## config.mk

```make
export PLATFORM = sky130hd
export DESIGN_NAME = crc_bit_serial_encode_check
export DESIGN_NICKNAME = d
export VERILOG_FILES = /design/src/hw/rtl/crc_be_pkg.sv /design/src/hw/rtl/crc_be_front.sv /design/src/hw/rtl/crc_be_fifo.sv /design/src/hw/rtl/crc_be_back.sv /design/src/hw/rtl/crc_bit_serial_encode_check.sv
export SDC_FILE = /design/constraint.sdc
export NUM_CORES = 1
export LEC_CHECK = 0
export BUFFER_PORTS_ARGS = -buffer_cell sky130_fd_sc_hd__buf_2
export CAP_MARGIN = 30
export CORE_MARGIN = 2
export CORE_UTILIZATION = 60
export DETAILED_ROUTE_END_ITERATION = 16
export PLACE_DENSITY = 0.77
export SETUP_SLACK_MARGIN = 0.4
export SLEW_MARGIN = 0
export SYNTH_ARGS = -nofsm -noshare
export SYNTH_HDL_FRONTEND = slang
export SYNTH_SLANG_ARGS = --single-unit
```

## constraint.sdc

```tcl
create_clock -name clk -period 6.4 [get_ports clk]
set_input_delay 1.28 -clock clk [delete_from_list [all_inputs] [get_ports clk]]
set_output_delay 1.28 -clock clk [all_outputs]
set_load 0.05 [all_outputs]
```

## src/hw/rtl/crc_be_pkg.sv

```systemverilog
// shared constants and register codes for the bit-serial crc encoder and checker
`timescale 1ns / 1ps
package crc_be_pkg;

  // configuration field widths
  localparam int DegreeW = 6;
  localparam int PolyW   = 32;
  localparam int CfgIdxW = 1;

  // configuration register indexes
  localparam logic [CfgIdxW-1:0] REG_DEGREE   = 1'd0;
  localparam logic [CfgIdxW-1:0] REG_POLY_LOW = 1'd1;

  // register reset values
  localparam logic [DegreeW-1:0] DEGREE_RESET   = 6'd16;
  localparam logic [PolyW-1:0]   POLY_LOW_RESET = 32'h0000_1021;

  // operation codes of the func field
  localparam logic FUNC_ENCODE = 1'b0;
  localparam logic FUNC_CHECK  = 1'b1;

endpackage

```

## src/hw/rtl/crc_be_front.sv

```systemverilog
// front end: configuration registers, division step per bit, work entry generation
`timescale 1ns / 1ps
module crc_be_front #(
  parameter int MAX_DEGREE = 32,
  parameter int DW = $clog2(MAX_DEGREE + 1)
) (
  input  logic                                 clk,
  input  logic                                 rst,
  input  logic                                 cfg_write,
  input  logic [crc_be_pkg::CfgIdxW-1:0]       cfg_index,
  input  logic [crc_be_pkg::PolyW-1:0]         cfg_data,
  input  logic                                 accept,
  input  logic                                 func,
  input  logic                                 data_bit,
  input  logic                                 last_bit,
  output logic                                 ent_push,
  output logic                                 ent_func,
  output logic                                 ent_bit,
  output logic                                 ent_last,
  output logic                                 ent_err,
  output logic [MAX_DEGREE-1:0]                ent_snap,
  output logic [DW-1:0]                        ent_deg
);

  localparam logic [crc_be_pkg::DegreeW:0] MaxDeg = (crc_be_pkg::DegreeW + 1)'(MAX_DEGREE);

  logic [crc_be_pkg::DegreeW-1:0] degree;
  logic [crc_be_pkg::PolyW-1:0]   poly_low;
  logic [MAX_DEGREE-1:0]          remainder;
  logic [MAX_DEGREE-1:0]          remainder_next;

  logic [DW-1:0]         deg_eff;
  logic [MAX_DEGREE-1:0] mask;
  logic [MAX_DEGREE-1:0] poly;
  logic [63:0]           poly64;
  logic [MAX_DEGREE-1:0] r_m;
  logic [MAX_DEGREE-1:0] r_new;
  logic                  top;
  logic [DW-1:0]         shamt;

  // configuration registers
  always_ff @(posedge clk) begin
    if (rst) begin
      degree   <= crc_be_pkg::DEGREE_RESET;
      poly_low <= crc_be_pkg::POLY_LOW_RESET;
    end else if (cfg_write) begin
      case (cfg_index)
        crc_be_pkg::REG_DEGREE:   degree   <= cfg_data[crc_be_pkg::DegreeW-1:0];
        crc_be_pkg::REG_POLY_LOW: poly_low <= cfg_data;
        default: ;
      endcase
    end
  end

  // effective degree, clamped to the supported range
  always_comb begin
    if (degree == '0) begin
      deg_eff = DW'(1);
    end else if ({1'b0, degree} > MaxDeg) begin
      deg_eff = DW'(MAX_DEGREE);
    end else begin
      deg_eff = DW'(degree);
    end
  end

  // degree mask and generator coefficients
  always_comb begin
    for (int k = 0; k < MAX_DEGREE; k++) begin
      mask[k] = (k < int'(deg_eff));
    end
  end

  assign poly64 = {32'b0, poly_low};
  assign poly   = poly64[MAX_DEGREE-1:0] & mask;
  assign r_m    = remainder & mask;
  assign top    = |(r_m & (mask ^ (mask >> 1)));

  // one division step
  always_comb begin
    if (func == crc_be_pkg::FUNC_ENCODE) begin
      r_new = ((r_m << 1) & mask) ^ ((top ^ data_bit) ? poly : '0);
    end else begin
      r_new = (((r_m << 1) | MAX_DEGREE'(data_bit)) & mask) ^ (top ? poly : '0);
    end
  end

  assign remainder_next = last_bit ? '0 : r_new;

  always_ff @(posedge clk) begin
    if (rst) begin
      remainder <= '0;
    end else if (accept) begin
      remainder <= remainder_next;
    end
  end

  // work entry: remainder left aligned so the back end shifts out from the top
  assign shamt    = DW'(MAX_DEGREE) - deg_eff;
  assign ent_push = accept && ((func == crc_be_pkg::FUNC_ENCODE) || last_bit);
  assign ent_func = func;
  assign ent_bit  = data_bit;
  assign ent_last = last_bit;
  assign ent_err  = |r_new;
  assign ent_snap = r_new << shamt;
  assign ent_deg  = deg_eff;

endmodule

```

## src/hw/rtl/crc_be_fifo.sv

```systemverilog
// small register queue between the front and back ends
`timescale 1ns / 1ps
module crc_be_fifo #(
  parameter int WIDTH = 8,
  parameter int DEPTH = 4
) (
  input  logic             clk,
  input  logic             rst,
  input  logic             wr_en,
  input  logic [WIDTH-1:0] wr_data,
  output logic             full,
  input  logic             rd_en,
  output logic             rd_valid,
  output logic [WIDTH-1:0] rd_data
);

  localparam int PW = (DEPTH > 1) ? $clog2(DEPTH) : 1;
  localparam int CW = $clog2(DEPTH + 1);

  logic [WIDTH-1:0] mem [DEPTH];
  logic [PW-1:0]    wr_ptr;
  logic [PW-1:0]    rd_ptr;
  logic [CW-1:0]    count;
  logic             do_wr;
  logic             do_rd;

  assign full     = (count == CW'(DEPTH));
  assign rd_valid = (count != '0);
  assign rd_data  = mem[rd_ptr];
  assign do_wr    = wr_en && !full;
  assign do_rd    = rd_en && rd_valid;

  // storage
  always_ff @(posedge clk) begin
    if (do_wr) begin
      mem[wr_ptr] <= wr_data;
    end
  end

  // pointers and fill count
  always_ff @(posedge clk) begin
    if (rst) begin
      wr_ptr <= '0;
      rd_ptr <= '0;
      count  <= '0;
    end else begin
      if (do_wr) begin
        wr_ptr <= (wr_ptr == PW'(DEPTH - 1)) ? '0 : wr_ptr + PW'(1);
      end
      if (do_rd) begin
        rd_ptr <= (rd_ptr == PW'(DEPTH - 1)) ? '0 : rd_ptr + PW'(1);
      end
      if (do_wr && !do_rd) begin
        count <= count + CW'(1);
      end else if (do_rd && !do_wr) begin
        count <= count - CW'(1);
      end
    end
  end

endmodule

```

## src/hw/rtl/crc_be_back.sv

```systemverilog
// back end: echoes bits, serializes the remainder, holds the output word
`timescale 1ns / 1ps
module crc_be_back #(
  parameter int MAX_DEGREE = 32,
  parameter int DW = $clog2(MAX_DEGREE + 1)
) (
  input  logic                  clk,
  input  logic                  rst,
  input  logic                  ent_valid,
  output logic                  ent_pop,
  input  logic                  ent_func,
  input  logic                  ent_bit,
  input  logic                  ent_last,
  input  logic                  ent_err,
  input  logic [MAX_DEGREE-1:0] ent_snap,
  input  logic [DW-1:0]         ent_deg,
  output logic                  empty,
  input  logic                  pop,
  output logic                  out_bit,
  output logic                  out_last,
  output logic                  is_check,
  output logic                  error_flag
);

  logic                  out_valid;
  logic                  out_valid_next;
  logic                  out_bit_next;
  logic                  out_last_next;
  logic                  is_check_next;
  logic                  error_flag_next;
  logic [MAX_DEGREE-1:0] sr;
  logic [MAX_DEGREE-1:0] sr_next;
  logic [DW-1:0]         cnt;
  logic [DW-1:0]         cnt_next;
  logic                  can_load;

  assign empty    = !out_valid;
  assign can_load = !out_valid || pop;

  // next output word: remainder bits first, then the queue head
  always_comb begin
    out_valid_next  = out_valid;
    out_bit_next    = out_bit;
    out_last_next   = out_last;
    is_check_next   = is_check;
    error_flag_next = error_flag;
    sr_next         = sr;
    cnt_next        = cnt;
    ent_pop         = 1'b0;
    if (can_load) begin
      if (cnt != '0) begin
        out_valid_next  = 1'b1;
        out_bit_next    = sr[MAX_DEGREE-1];
        out_last_next   = (cnt == DW'(1));
        is_check_next   = 1'b1;
        error_flag_next = 1'b0;
        sr_next         = sr << 1;
        cnt_next        = cnt - DW'(1);
      end else if (ent_valid) begin
        ent_pop         = 1'b1;
        out_valid_next  = 1'b1;
        is_check_next   = 1'b0;
        if (ent_func == crc_be_pkg::FUNC_CHECK) begin
          out_bit_next    = 1'b0;
          out_last_next   = 1'b1;
          error_flag_next = ent_err;
        end else begin
          out_bit_next    = ent_bit;
          out_last_next   = 1'b0;
          error_flag_next = 1'b0;
          if (ent_last) begin
            sr_next  = ent_snap;
            cnt_next = ent_deg;
          end
        end
      end else begin
        out_valid_next = 1'b0;
      end
    end
  end

  // control state
  always_ff @(posedge clk) begin
    if (rst) begin
      out_valid <= 1'b0;
      cnt       <= '0;
    end else begin
      out_valid <= out_valid_next;
      cnt       <= cnt_next;
    end
  end

  // payload
  always_ff @(posedge clk) begin
    out_bit    <= out_bit_next;
    out_last   <= out_last_next;
    is_check   <= is_check_next;
    error_flag <= error_flag_next;
    sr         <= sr_next;
  end

endmodule

```

## src/hw/rtl/crc_bit_serial_encode_check.sv

```systemverilog
// top level of the bit-serial crc encoder and checker
// result entries are queued, then loaded into the output register when it is free
// throughput: one input word per cycle while full is low; an encode message end adds
//   degree remainder words, absorbed by the 4-entry front/back queue, then full is raised
// reset: synchronous rst clears the remainder, queue and output; degree 16, poly_low 0x1021
`timescale 1ns / 1ps
module crc_bit_serial_encode_check #(
  parameter int MAX_DEGREE = 32,
  parameter int QUEUE_DEPTH = 4
) (
  input  logic                           clk,
  input  logic                           rst,
  input  logic                           cfg_valid,
  output logic                           cfg_ready,
  input  logic [crc_be_pkg::CfgIdxW-1:0] cfg_index,
  input  logic [crc_be_pkg::PolyW-1:0]   cfg_data,
  input  logic                           push,
  output logic                           full,
  input  logic                           func,
  input  logic                           data_bit,
  input  logic                           last_bit,
  output logic                           empty,
  input  logic                           pop,
  output logic                           out_bit,
  output logic                           out_last,
  output logic                           is_check,
  output logic                           error_flag
);

  localparam int DW = $clog2(MAX_DEGREE + 1);
  localparam int EW = 4 + MAX_DEGREE + DW;

  logic                  accept;
  logic                  ent_push;
  logic                  f_func;
  logic                  f_bit;
  logic                  f_last;
  logic                  f_err;
  logic [MAX_DEGREE-1:0] f_snap;
  logic [DW-1:0]         f_deg;
  logic [EW-1:0]         wr_data;
  logic [EW-1:0]         rd_data;
  logic                  rd_valid;
  logic                  rd_pop;

  assign cfg_ready = 1'b1;
  assign accept    = push && !full;

  // front: config and division
  crc_be_front #(.MAX_DEGREE(MAX_DEGREE), .DW(DW)) u_front (
    .clk       (clk),
    .rst       (rst),
    .cfg_write (cfg_valid && cfg_ready),
    .cfg_index (cfg_index),
    .cfg_data  (cfg_data),
    .accept    (accept),
    .func      (func),
    .data_bit  (data_bit),
    .last_bit  (last_bit),
    .ent_push  (ent_push),
    .ent_func  (f_func),
    .ent_bit   (f_bit),
    .ent_last  (f_last),
    .ent_err   (f_err),
    .ent_snap  (f_snap),
    .ent_deg   (f_deg)
  );

  assign wr_data = {f_func, f_bit, f_last, f_err, f_snap, f_deg};

  // work queue
  crc_be_fifo #(.WIDTH(EW), .DEPTH(QUEUE_DEPTH)) u_fifo (
    .clk      (clk),
    .rst      (rst),
    .wr_en    (ent_push),
    .wr_data  (wr_data),
    .full     (full),
    .rd_en    (rd_pop),
    .rd_valid (rd_valid),
    .rd_data  (rd_data)
  );

  // back: output serializer
  crc_be_back #(.MAX_DEGREE(MAX_DEGREE), .DW(DW)) u_back (
    .clk        (clk),
    .rst        (rst),
    .ent_valid  (rd_valid),
    .ent_pop    (rd_pop),
    .ent_func   (rd_data[EW-1]),
    .ent_bit    (rd_data[EW-2]),
    .ent_last   (rd_data[EW-3]),
    .ent_err    (rd_data[EW-4]),
    .ent_snap   (rd_data[DW +: MAX_DEGREE]),
    .ent_deg    (rd_data[DW-1:0]),
    .empty      (empty),
    .pop        (pop),
    .out_bit    (out_bit),
    .out_last   (out_last),
    .is_check   (is_check),
    .error_flag (error_flag)
  );

endmodule

```

Yosys cells after proc, flatten, opt, wreduce, memory -nomap -nowiden
Memory sizes are Yosys's and may differ from the RTL's. A register that Yosys moved wholly into a read port is not among the register bits.
Index checks and enable logic that the tools add are counted.
{ "op_classes": {"n_addsub": 6, "n_lt_le_gt_ge": 33, "eq_ne": 5, "shifts": 1, "mux": 35, "bitwise": 12, "n_reduce_logical": 24} }
{ "ops": {"columns": ["operator", "count"], "rows": [
  ["$mux 32", 8],
  ["$and 32x32->32", 5],
  ["$lt 5x6->1 const A", 16],
  ["$reduce_or 32->1", 2],
  ["$xor 32x32->32", 2],
  ["$lt 4x6->1 const A", 8],
  ["$mux 6", 6],
  ["$or 32x1->32", 1],
  ["$shl 32x6->32", 1],
  ["$xor 32x31->32", 1],
  ["$lt 3x6->1 const A", 4],
  ["$mux 1", 15],
  ["$lt 1x6->1 const A", 2],
  ["$lt 2x6->1 const A", 2],
  ["$mux 2", 4],
  ["$eq 6x1->1 const B", 1],
  ["$gt 6x6->1 const B", 1],
  ["$logic_and 1x1->1", 6],
  ["$logic_not 6->1", 1],
  ["$mux 3", 2],
  ["$reduce_and 2->1", 3],
  ["$reduce_bool 2->1", 3],
  ["$reduce_bool 6->1", 1],
  ["$sub 6x1->6 const B", 1],
  ["other kinds (13)", 20]
]} }
{ "totals": {"reg_bits": 120, "ram_bits": 168, "input_bits": 41, "wordCells": 131, "memories": 1} }
{ "memory_table": {"columns": ["memory", "words", "word_bits", "rd", "rd_ports_with_merged_regs", "write_ports", "line_no", "source"], "rows": [
  ["u_fifo.mem", 4, 42, 1, 1, 1, "crc_be_fifo.sv:20", "logic [WIDTH-1:0] mem [DEPTH];"]
]} }

Logic depth before layout (Yosys ltp)
Gate-level depths: netlist of run 1.
{ "logic_depth": {"depth_word": 12, "ltp_mapped": 25, "mapped_depth_nobuf": 16} }

By module
A second synthesis of run 1 with hierarchy kept.
{ "unflattened": {"cells_unflattened": 1431, "area_unflattened_um2": 15179.6} }
{ "modules_own_cells": {"columns": ["module", "instances", "cells_each", "area_per_inst_um2", "seq_area_each_um2"], "rows": [
  ["crc_be_front", 1, 953, 6606.3, 1401.3],
  ["crc_be_fifo", 1, 270, 6547.5, 5225.0],
  ["crc_be_back", 1, 205, 2000.7, 1221.2],
  ["crc_bit_serial_encode_check", 1, 3, 25.0, 0.0]
]} }

Least setup slack after synthesis of run 1
No wires, ideal clock.
{ "synth_timing": {"path_kind": "reg2reg", "startpoint": "reg u_front.degree[2] in the netlist's numbering", "endpoint": "mem u_fifo.mem[0][19] in the netlist's numbering (data pin)", "setup_ps": 217, "arrival_time_ps": 5499, "required_time_ps": 6183, "slack_ps": 684, "stages_incl_launch_ff": 24, "path_buffers": 9, "period_less_slack_ps": 5716, "cell_sequence": "dfxtp_1 > buf_4 > buf_4 > clkbuf_1 > nor4_1 > nor2_1 > nor2_1 > clkbuf_1 > buf_2 > buf_2 > ha_1 > clkbuf_1 > nor3b_1 > nand2_1 > and4_1 > a31oi_1 > buf_2 > buf_6 > or4_4 > a21o_1 > mux4_2 > mux2i_1 > nor2_1 > a211oi_1"} }
{ "synth_via": {"elab_chain_len": 12} }
{ "synth_lines": {"columns": ["item", "line_no", "source"], "rows": [
  ["start: declaration", "crc_be_front.sv:27", "logic [crc_be_pkg::DegreeW-1:0] degree;"],
  ["start signal: assignment", "crc_be_front.sv:44", "degree <= crc_be_pkg::DEGREE_RESET;"],
  ["start signal: assignment", "crc_be_front.sv:48", "crc_be_pkg::REG_DEGREE: degree <= cfg_data[crc_be_pkg::DegreeW-1:0];"],
  ["$gt 6x6->1", "crc_be_front.sv:59", "end else if ({1'b0, degree} > MaxDeg) begin"],
  ["$mux 6", "crc_be_front.sv:59", null],
  ["$mux 6 (*)", "crc_be_front.sv:57", "if (degree == '0) begin"],
  ["net f_deg[0]", "crc_bit_serial_encode_check.sv:40", "logic [DW-1:0] f_deg;"],
  ["$lt 1x6->1, or another cell as far along", "crc_be_front.sv:69", "mask[k] = (k < int'(deg_eff));"],
  ["$and 32x32->32 or $xor 32x31->32 (tied branches)", "crc_be_front.sv:75, crc_be_front.sv:76", null],
  ["$and 32x32->32", "crc_be_front.sv:76", "assign top = |(r_m & (mask ^ (mask >> 1)));"],
  ["$reduce_or 32->1", "crc_be_front.sv:76", null],
  ["$xor 1x1->1", "crc_be_front.sv:81", "r_new = ((r_m << 1) & mask) ^ ((top ^ data_bit) ? poly : '0);"],
  ["$mux 32", "crc_be_front.sv:81", null],
  ["$xor 32x32->32", "crc_be_front.sv:81", null],
  ["$mux 32", "crc_be_front.sv:80", "if (func == crc_be_pkg::FUNC_ENCODE) begin"],
  ["$shl 32x6->32 (*)", "crc_be_front.sv:104", "assign ent_snap = r_new << shamt;"],
  ["net f_snap[13]", "crc_bit_serial_encode_check.sv:39", "logic [MAX_DEGREE-1:0] f_snap;"],
  ["end: declaration", "crc_be_fifo.sv:20", null]
]} }
Mark *: on every way through the listed nets, which the timed path passes. The rest lies on a longest branch.

Worst setup path in the final report of run 1
{ "layout_timing": {"startpoint": "reg u_front.degree[1] in the netlist's numbering", "endpoint": "mem u_fifo.mem[3][19] in the netlist's numbering (data pin)"} }
{ "layout_via": {"elab_chain_len": 12} }
{ "layout_lines": {"columns": ["item", "line_no"], "rows": [
  ["$gt 6x6->1", "crc_be_front.sv:59"],
  ["$mux 6", "crc_be_front.sv:59"],
  ["$mux 6 (*)", "crc_be_front.sv:57"],
  ["$lt 1x6->1, or another cell as far along", "crc_be_front.sv:69"],
  ["$and 32x32->32 or $xor 32x31->32 (tied branches)", "crc_be_front.sv:75, crc_be_front.sv:76"],
  ["$and 32x32->32", "crc_be_front.sv:76"],
  ["$reduce_or 32->1", "crc_be_front.sv:76"],
  ["$xor 1x1->1", "crc_be_front.sv:81"],
  ["$mux 32", "crc_be_front.sv:81"],
  ["$xor 32x32->32", "crc_be_front.sv:81"],
  ["$mux 32", "crc_be_front.sv:80"],
  ["$shl 32x6->32 (*)", "crc_be_front.sv:104"],
  ["net f_snap[13]", "crc_bit_serial_encode_check.sv:39"]
]} }
Marked as above.

==> results of run 1 <==
[kinds of logic (layout without fill, tap and decap cells)]
family | Yosys count | count (layout) | share of synthesized area (%)
flops | 290 | 290 | 52.5
fa+ha+maj | 11 | 11 | 0.971
other cells | 1 | 1 | 0.0251
compound gates | 287 | 287 | 13.2
simple gates | 546 | 546 | 17.6
mux | 99 | 99 | 11.1
xor+xnor | 16 | 16 | 0.938
buf+inv | 124 | 166 | 3.55
[through the flow]
step                      setup slack (ps)  std cells  instance area (um^2)  utilization [%]
after CTS                              612       1736                 16400             67.2
final                                  776       1740                 16500             67.5
after floorplan                        684       1374                 14900                -
after global placement                 735       1681                 15500             63.4
after detailed placement               697       1684                 15500             63.7
after global routing                   531       1740                 16500             67.5
[tightest hold or removal path, cell delays in order (launching register included)]
cell     delay [ps]
dfxtp_1         310
nand2_1          50
a21oi_1          50
[layout make-up]
type                    instances  area, um^2
flip-flops and latches        290        7850
multi-input cells             960        6610
fillers                      1814        7940
well taps                     324         405
repair buffers                 91         641
clock buffers                  37         756
clock inverters                15         109
inverters                      23        86.3
[registers in the layout (all words and copies together), names as in the netlist, 3 cells and up, named ones only]
name,flops
u_back.sr,32
u_fifo.mem,168
u_front.degree,6
u_front.poly_low,32
u_fifo.count,3
u_back.cnt,6
u_front.remainder,32
[layout by cell type, fill, tap and decap left out, drive strengths merged, types with 8 or more instances in the layout]
cell	count
nand2	222
edfxtp	204
nor2	119
buf	91
dfxtp	86
a21oi	81
mux4	52
nor3	41
o21ai	37
clkbuf	37
mux2i	33
inv	24
a22oi	20
a31oi	19
a211oi	18
and2	17
nand3	15
nor2b	14
and3	14
nor4	14
nand2b	14
mux2	14
nand3b	13
nand4	13
clkinv	13
and4	11
xnor2	11
o211ai	10
o22ai	10
ha	10
o31ai	10
or4	10
or3	9
a21boi	9
a21o	8
o32ai	8
[power by group]
part	internal [uW]	leakage, uW	switching (uW)
sequential	2440	0.00262	106
clock	874	0.000423	700
combinational	622	0.00284	1210
[per-layer routing]
layer  wire length (um)  GRT usage [%]  part of all wire [%]
met5                  0              0                     0
met4               1920           13.0                   4.6
met1              16700           43.5                    40
met3               2860           4.75                   6.9
met2              20100           52.7                    48
[path summary, 6_finish.rpt]
check,end,startpoint,cells past startpoint
hold reg to reg,u_front.poly_low[25]$_SDFFE_PP0P_,u_front.poly_low[25]$_SDFFE_PP0P_,2
setup reg to reg,u_fifo.mem[3][19]$_DFFE_PP_,u_front.degree[1]$_SDFFE_PP0P_,18
hold / removal,u_front.poly_low[25]$_SDFFE_PP0P_,u_front.poly_low[25]$_SDFFE_PP0P_,2
setup / recovery,u_fifo.mem[3][19]$_DFFE_PP_,u_front.degree[1]$_SDFFE_PP0P_,18
==> flow_summary_export.csv, run 1 <==
group,metric,value,unit
global_route,grt_max_degree,85,
floorplan,num_rows,57,
routing,drtIter0Drc,1451,
global_route,grt-ovfl-total,0,
floorplan,die_h,162,um
power_and_ir_drop,peakVddDrop,314,uV
sta,skew,35.0,ps
power_and_ir_drop,design_power_total,5950,uW
synth,synth_cells,1374,
cts,clk_latency,580,ps
routing,drt_pass1_iterations,6,
cts,clk_pin_slew,60,ps
floorplan,initial_core_util,61.3,%
global_route,grt_first_pass_wirelength,64800,um
floorplan,io_pins,48,
synth,syn-num-nets,1426,
global_route,grt_usage,32.1,%
floorplan,die_area,26200,um^2
placed_design,hpwlAfterDp,29100,um
layout,drive_above_1_share,16.2,%
synth,ys_ff_latch,290,
cts,cts-resized-gates,0,
setup_path,slowest_stage,"a211oi_1",
cts,cts_buffers,29,
power_and_ir_drop,power.density,362,nW/um^2
synth,synth_top_cell_area_share,41.0,%
synth,synth.most_common_cell,"nand2_1",
setup_path,critPathMaxStageDelay,590,ps
setup_path,cp.arrival,5880,ps
sta,period_needed,5620,ps
cts,post_cts_buffers,0,
cts,cts_hold_buf,0,
setup_path,critPathBufInv,3,
setup_path,end_kind,"register",
cts,cts_tree,"built",
synth,ys_types,95,
sta,fin_crit_sh,87.9,%
global_route,grt_pass1_vias,11000,
job,drv_cap,0,
synth,yosysSeqAreaShare,52.5,%
routing,avgRoutedWirePerCell,23.9,um
sta,finalMaxSlewViolations,0,
floorplan,die_x,162,um
sta,hold_slack,456,ps
setup_path,critPathMaxFanout,14,
routing,drc,0,
cts,cts.sinks,290,
routing,postRouteAntennaNets,0,
setup_path,worstSetupPathType,"reg2reg",
synth,ys.flop_type,"edfxtp_1",
setup_path,crit_family,"simple AND/OR/NAND/NOR gates",
sta,rsz0062_at_grt,"no",
synth,yosysWarnings,0,
cts,ctsHtreeMaxLevel,1,
layout,nets,1447,
worst_hold_path,hold_path_class,"reg2reg",
sta,setup_viol,0,
power_and_ir_drop,p_leak,0.00589,uW
sta,hold_viol_final,0,
synth,syn_avg_cell_area,10.9,um^2
synth,synth_edf_count,204,
sta,relSlewSlack,28.6,%
routing,viasPerCell,6.57,
placed_design,portBuffers,46,
sta,tightest_slew,1060,ps
layout,diodes,0,
cts,clock-root-buffer,"clkbuf_16",
setup_path,crit_chain,"nor4_1 > nor2_1 > nor2_2 > inv_2 > ha_1 > or3b_2 > a211oi_1 > a311oi_2 > nand4_1 > nor4_4 > buf_12 > buf_4 > or4_1 > a21o_1 > mux4_2 > mux2i_1 > nor2_1 > a211oi_1",
floorplan,core,24400,um^2
synth,synth_common_cells,"nand2_1 (222), edfxtp_1 (204), nor2_1 (119)",
synth,synth_top_cell_by_area,"edfxtp_1",
synth,syn_area,14900,um^2
layout,area_growth,10.1,%
setup_path,r2r_slack,780,ps
synth,ys_top_cells_by_area,"edfxtp_1 (41%), dfxtp_1 (12%), mux4_2 (7.8%)",
synth,synthArstFlopShare,0,%
cts,clock_path_buffers,3,
sta,fin_setup_tns,0,ps
setup_path,crit_path_start_kind,"register",
setup_path,worst_ep_required_time,6660,ps
outcome,status,"finished clean",
placed_design,routabilityCongestion,0.991,
sta,max_freq,178,MHz
routing,num_vias,11400,
routing,routed_wl,41600,um
global_route,antenna_found_initial,0,
(Power assumes the default switching activity.)
==> run 2: changes to the inputs <==
Settings changed: CTS_CLUSTER_DIAMETER set to 60.
Clock period 6.4 ns to 6.7 ns, I/O delays scaled along.
==> run 2 against run 1 <==
  * Routed wire length rose by 10%
  * Critical path depth is the same
  * First-iteration DRC count decreased by 2.6%
  * Register-to-register slack better by 230 ps
  * Count of clock-buffer cells in the layout shrank 5
  * Die area did not move
  * Hold slack worse by 3.6 ps
  * Non-clock buffer count stayed put
  * Combinational power barely moved
  * Sequential share of layout area is 0.27 points lower
  * Maximum frequency is 1.2% lower
  * Cell area grew 0.57%
  * Largest power group unchanged
==> flow_summary_export.csv, run 2 (synthesized netlist as in run 1, its figures left out) <==
group,metric,value,unit
worst_hold_path,min_path_cells,2,
routing,drt_pass1_iterations,6,
power_and_ir_drop,power.density,358,nW/um^2
layout,instances_no_fill,1742,
placed_design,dp_worst_setup_slack,1250,ps
setup_path,critPathBufInv,3,
power_and_ir_drop,p_leak,0.00593,uW
setup_path,crit_path_start_kind,"register",
global_route,grt_max_degree,85,
floorplan,num_rows,57,
setup_path,end_kind,"register",
job,drv_cap,0,
cts,clk_pin_slew,70,ps
placed_design,dpl_cell_area,15600,um^2
sta,rsz0062_at_grt,"no",
floorplan,die_area,26200,um^2
layout,diodes,0,
placed_design,routabilityCongestion,1.01,
floorplan,die_x,162,um
sta,hold_viol_final,0,
routing,routed_wl,45900,um
layout,regMostFlops,"u_fifo.mem",
cts,ctsHtreeMaxLevel,1,
global_route,grt_first_pass_wirelength,70000,um
sta,fin_setup_tns,0,ps
setup_path,critPathMaxFanout,15,
sta,setup_viol,0,
routing,drtIter0Drc,1413,
floorplan,die_h,162,um
cts,cts_tree,"built",
routing,drc,0,
setup_path,critPathMaxStageDelay,850,ps
layout,nFillCells,1773,
cts,clock-root-buffer,"clkbuf_16",
global_route,antenna_found_initial,0,
setup_path,crit_family,"compound AO/OA/AOI/OAI gates",
worst_hold_path,hold_path_class,"reg2reg",
power_and_ir_drop,peakVddDrop,792,uV
routing,viasPerCell,6.79,
setup_path,slowest_stage,"o32ai_1",
global_route,grt-ovfl-total,0,
placed_design,dp_cells,1688,
sta,worst_slack,1010,ps
layout,nets,1447,
routing,avgRoutedWirePerCell,26.4,um
global_route,grt_usage,35.3,%
sta,period_needed,5690,ps
sta,fin_crit_sh,85.0,%
cts,clk_latency,580,ps
floorplan,initial_core_util,61.3,%
setup_path,r2r_cells,18,
outcome,status,"finished clean",
layout,area_growth,10.8,%
setup_path,worst_ep_required_time,7100,ps
setup_path,crit_chain,"nor4_1 > nor2_1 > nor2_2 > inv_2 > ha_1 > buf_4 > nand3b_1 > nor2_1 > o21bai_1 > nand4_1 > o31ai_2 > buf_4 > and3_1 > xnor2_1 > o32ai_1 > a21boi_0 > o22ai_1 > a221o_1",
layout,drive_above_1_share,16.9,%
layout,final_cell_mix,"nand2_1 (222), edfxtp_1 (204), nor2_1 (118)",
cts,post_cts_buffers,0,
routing,postRouteAntennaNets,0,
placed_design,hpwlAfterDp,30900,um
sta,skew,15.4,ps
cts,cts_hold_buf,0,
cts,cts.sinks,290,
sta,relSlewSlack,36.8,%
floorplan,io_pins,48,
cts,cts_buffers,29,
floorplan,core,24400,um^2
layout,postLayoutCellArea,16500,um^2
layout,final_core_util,67.9,%
sta,tightest_slew,946,ps
routing,num_vias,11800,
cts,cts-resized-gates,0,
sta,max_freq,176,MHz
layout,largest_reg_flops,168,
cts,clock_path_buffers,3,
setup_path,crit_cells,18,
layout,final_common_cell,"nand2_1",
setup_path,worstSetupPathType,"reg2reg",
setup_path,cp.arrival,6090,ps
global_route,grt_pass1_vias,11600,
placed_design,portBuffers,46,
sta,finalMaxSlewViolations,0,
-- run 2: cell types whose count changed in the layout (fill, tap and decap cells not counted), sizes merged --
cell,delta
bufinv,+3
clkinv,-1
clkinvlp,+5
clkbuf,-5
-- run 2: final timing paths --
path | from | to | slack [ps]
setup / recovery | u_front.degree[1]$_SDFFE_PP0P_ | u_fifo.mem[3][31]$_DFFE_PP_ | 1010
hold / removal | u_front.poly_low[21]$_SDFFE_PP0P_ | u_front.poly_low[21]$_SDFFE_PP0P_ | 450
setup reg to reg | u_front.degree[1]$_SDFFE_PP0P_ | u_fifo.mem[3][31]$_DFFE_PP_ | 1010
hold reg to reg | u_front.poly_low[21]$_SDFFE_PP0P_ | u_front.poly_low[21]$_SDFFE_PP0P_ | 450
-- run 2: cell type report --
type	count	area (um^2)	area share, %
clock buffers	32	737	4.45
clock inverters	22	234	1.41
inverters	23	86.3	0.522
multi-input cells	960	6610	39.9
flip-flops and latches	290	7850	47.4
well taps	324	405	2.45
repair buffers	91	628	3.80
-- run 2: worst register-to-register path, cell delays in order, from the launching register on --
cell,delay [ps]
dfxtp_1,340
nor4_1,450
nor2_1,180
nor2_2,180
inv_2,50
ha_1,390
buf_4,270
nand3b_1,130
nor2_1,70
o21bai_1,250
nand4_1,230
o31ai_2,410
buf_4,300
and3_1,210
xnor2_1,210
o32ai_1,850
a21boi_0,370
o22ai_1,360
a221o_1,270
-- run 2: through the flow --
stage / total power (uW) / hold slack (ps)
after global routing: 6150 / 469
after detailed placement: 4210 / 446
after CTS: 5930 / 456
after floorplan: 3680 / 431
after global placement: 4120 / 443
final: 5920 / 453
-- run 2: where the power goes --
group          internal [uW]  total [uW]  switching, uW
sequential              2330        2450            113
clock                    953        1660            706
combinational            594        1810           1220
total                   3880        5920           2040
-- run 2: metal layers --
layer  part of all wire [%]  wire (um)  GRT usage, %
met5                      0          0             0
met1                     38      17500          45.6
met2                     49      22400          59.6
met4                    5.7       2610          17.4
met3                    7.3       3360          4.34
==> run 3: changes to the inputs <==
Settings changed: CORE_UTILIZATION 60 to 57.
Clock period 6.7 ns to 4.7 ns, I/O delays scaled along.
==> run 3 against run 2 <==
  * Die area up 5.1%
  * Highest routed layer unchanged
  * Worst setup slack worse by 810 ps
  * Cell area rose by 7.9%
  * Power grew 42%
  * Routed wire length down 5.2%
  * Critical endpoint is now u_fifo.mem[3][37]$_DFFE_PP_
  * Critical path depth decreased by 1
==> flow_summary_export.csv, run 3 (synthesized netlist as in run 1, its figures left out) <==
group,metric,value,unit
sta,skew,13.6,ps
placed_design,dp_cells,1730,
placed_design,dpl_cell_area,16000,um^2
floorplan,num_rows,59,
setup_path,worstSetupPathType,"reg2reg",
layout,nets,1520,
routing,drtIter0Drc,1447,
outcome,status,"finished clean",
layout,largest_reg_flops,168,
global_route,grt_first_pass_wirelength,67300,um
cts,cts.sinks,290,
power_and_ir_drop,power.density,471,nW/um^2
setup_path,worst_ep_required_time,5090,ps
floorplan,initial_core_util,57.7,%
cts,cts_tree,"built",
routing,num_vias,12100,
routing,met2_length,20600,um
routing,top_layer_used,"met4",
placed_design,dp_worst_setup_slack,64.8,ps
routing,routed_wl,43500,um
routing,drc,0,
global_route,grt_pass1_vias,11800,
cts,ctsHtreeMaxLevel,1,
routing,wl_met3,3240,um
layout,area_growth,19.5,%
sta,hold_viol_final,0,
sta,relSlewSlack,30.7,%
global_route,grt_max_degree,50,
layout,final_cell_mix,"nand2_1 (222), edfxtp_1 (204), nor2_1 (111)",
layout,final_core_util,68.9,%
sta,tightest_slew,1040,ps
layout,regMostFlops,"u_fifo.mem",
power_and_ir_drop,design_power_total,8410,uW
setup_path,r2r_slack,200,ps
cts,cts_hold_buf,0,
floorplan,core,25900,um^2
placed_design,portBuffers,46,
cts,clk_latency,580,ps
power_and_ir_drop,p_leak,0.00644,uW
layout,instances_no_fill,1826,
sta,worst_slack,199,ps
job,drv_cap,0,
routing,viasPerCell,6.62,
placed_design,routabilityCongestion,1.03,
sta,max_freq,222,MHz
sta,setup_viol,0,
setup_path,r2r_start,"u_front.degree[2]$_SDFFE_PP0P_",
cts,clk_pin_slew,60,ps
cts,clock-root-buffer,"clkbuf_16",
layout,final_common_cell,"nand2_1",
sta,rsz0062_at_grt,"yes",
floorplan,die_x,166,um
cts,cts_buffers,29,
setup_path,critPathMaxFanout,15,
setup_path,end_kind,"register",
cts,clock_path_buffers,3,
layout,postLayoutCellArea,17900,um^2
global_route,grt_usage,31.2,%
layout,nFillCells,1929,
floorplan,die_h,166,um
worst_hold_path,hold_path_class,"reg2reg",
setup_path,cp.arrival,4890,ps
setup_path,r2r_cells,17,
setup_path,startpoint,"u_front.degree[2]$_SDFFE_PP0P_",
power_and_ir_drop,peakVddDrop,564,uV
sta,finalMaxSlewViolations,0,
sta,period_needed,4500,ps
routing,avgRoutedWirePerCell,23.8,um
layout,drive_above_1_share,27.0,%
floorplan,io_pins,48,
placed_design,hpwlAfterDp,29900,um
global_route,antenna_found_initial,0,
routing,drt_pass1_iterations,7,
setup_path,crit_end,"u_fifo.mem[3][37]$_DFFE_PP_",
global_route,grt-ovfl-total,0,
sta,fin_crit_sh,95.8,%
setup_path,crit_path_start_kind,"register",
routing,postRouteAntennaNets,0,
setup_path,timing.rr.end,"u_fifo.mem[3][37]$_DFFE_PP_",
routing,wl_met1,16900,um
floorplan,die_area,27500,um^2
layout,diodes,0,
run 3: worst min-delay path by stage:
stage	from	end	cells past startpoint
final	u_front.poly_low[9]$_SDFFE_PP0P_	u_front.poly_low[9]$_SDFFE_PP0P_	2
after global routing	u_front.poly_low[7]$_SDFFE_PP0P_	u_front.poly_low[7]$_SDFFE_PP0P_	2
after CTS	u_front.poly_low[7]$_SDFFE_PP0P_	u_front.poly_low[7]$_SDFFE_PP0P_	2
after detailed placement	u_front.poly_low[9]$_SDFFE_PP0P_	u_front.poly_low[9]$_SDFFE_PP0P_	2
after global placement	u_front.poly_low[8]$_SDFFE_PP0P_	u_front.poly_low[8]$_SDFFE_PP0P_	2
after floorplan	u_front.poly_low[21]$_SDFFE_PP0P_	u_front.poly_low[21]$_SDFFE_PP0P_	2
run 3: area by class of cell:
type	instances	area, um^2	area share (%)
Inverter	23	86.3	0.484
Multi-Input combinational cell	960	7240	40.6
Sequential cell	290	7860	44.0
Clock inverter	19	198	1.11
Timing Repair Buffer	164	1280	7.20
Clock buffer	35	768	4.30
Tap cell	335	419	2.35
run 3: through the flow:
step | TNS [ps] | hold WS [ps]
floorplan | -7730 | 431
global placement | 0 | 443
detailed placement | 0 | 448
CTS | 0 | 457
global route | 0 | 474
finish | 0 | 455
run 3: power breakdown:
part           internal, uW  leakage, uW  switching [uW]  total [uW]
logic                   937      0.00335            1690        2620
registers              3330      0.00263             146        3470
clock network          1330     0.000470             983        2320
run 3: metal layers:
metal | GRT usage (%) | vias to the layer above
met5 | 0 | -
met2 | 50.0 | 682
li1 | - | 5366
met1 | 40.9 | 5859
met3 | 4.67 | 188
met4 | 17.9 | 0
run 3: critical path, cell delays in order (launching register included):
cell and delay (ps):
dfxtp_2 330, nor4_4 270, nor2_2 90, nor2_4 100, inv_2 60, ha_4 180, buf_4 160, and4_1 180
nand3b_1 170, or3_4 440, o31ai_4 370, bufbuf_16 360, and4_1 190, o21ai_1 120, o21ai_0 650, mux2_2 290
o22ai_1 70, nor3_2 290
run 3: what timing repair did:
action / in CTS / in global routing
setup buffers: 30 / 8
cloned: 4 / 0
endpoints found under the setup margin: 112 / 116
gates resized for setup: 55 / 52
pin swaps: 26 / 26
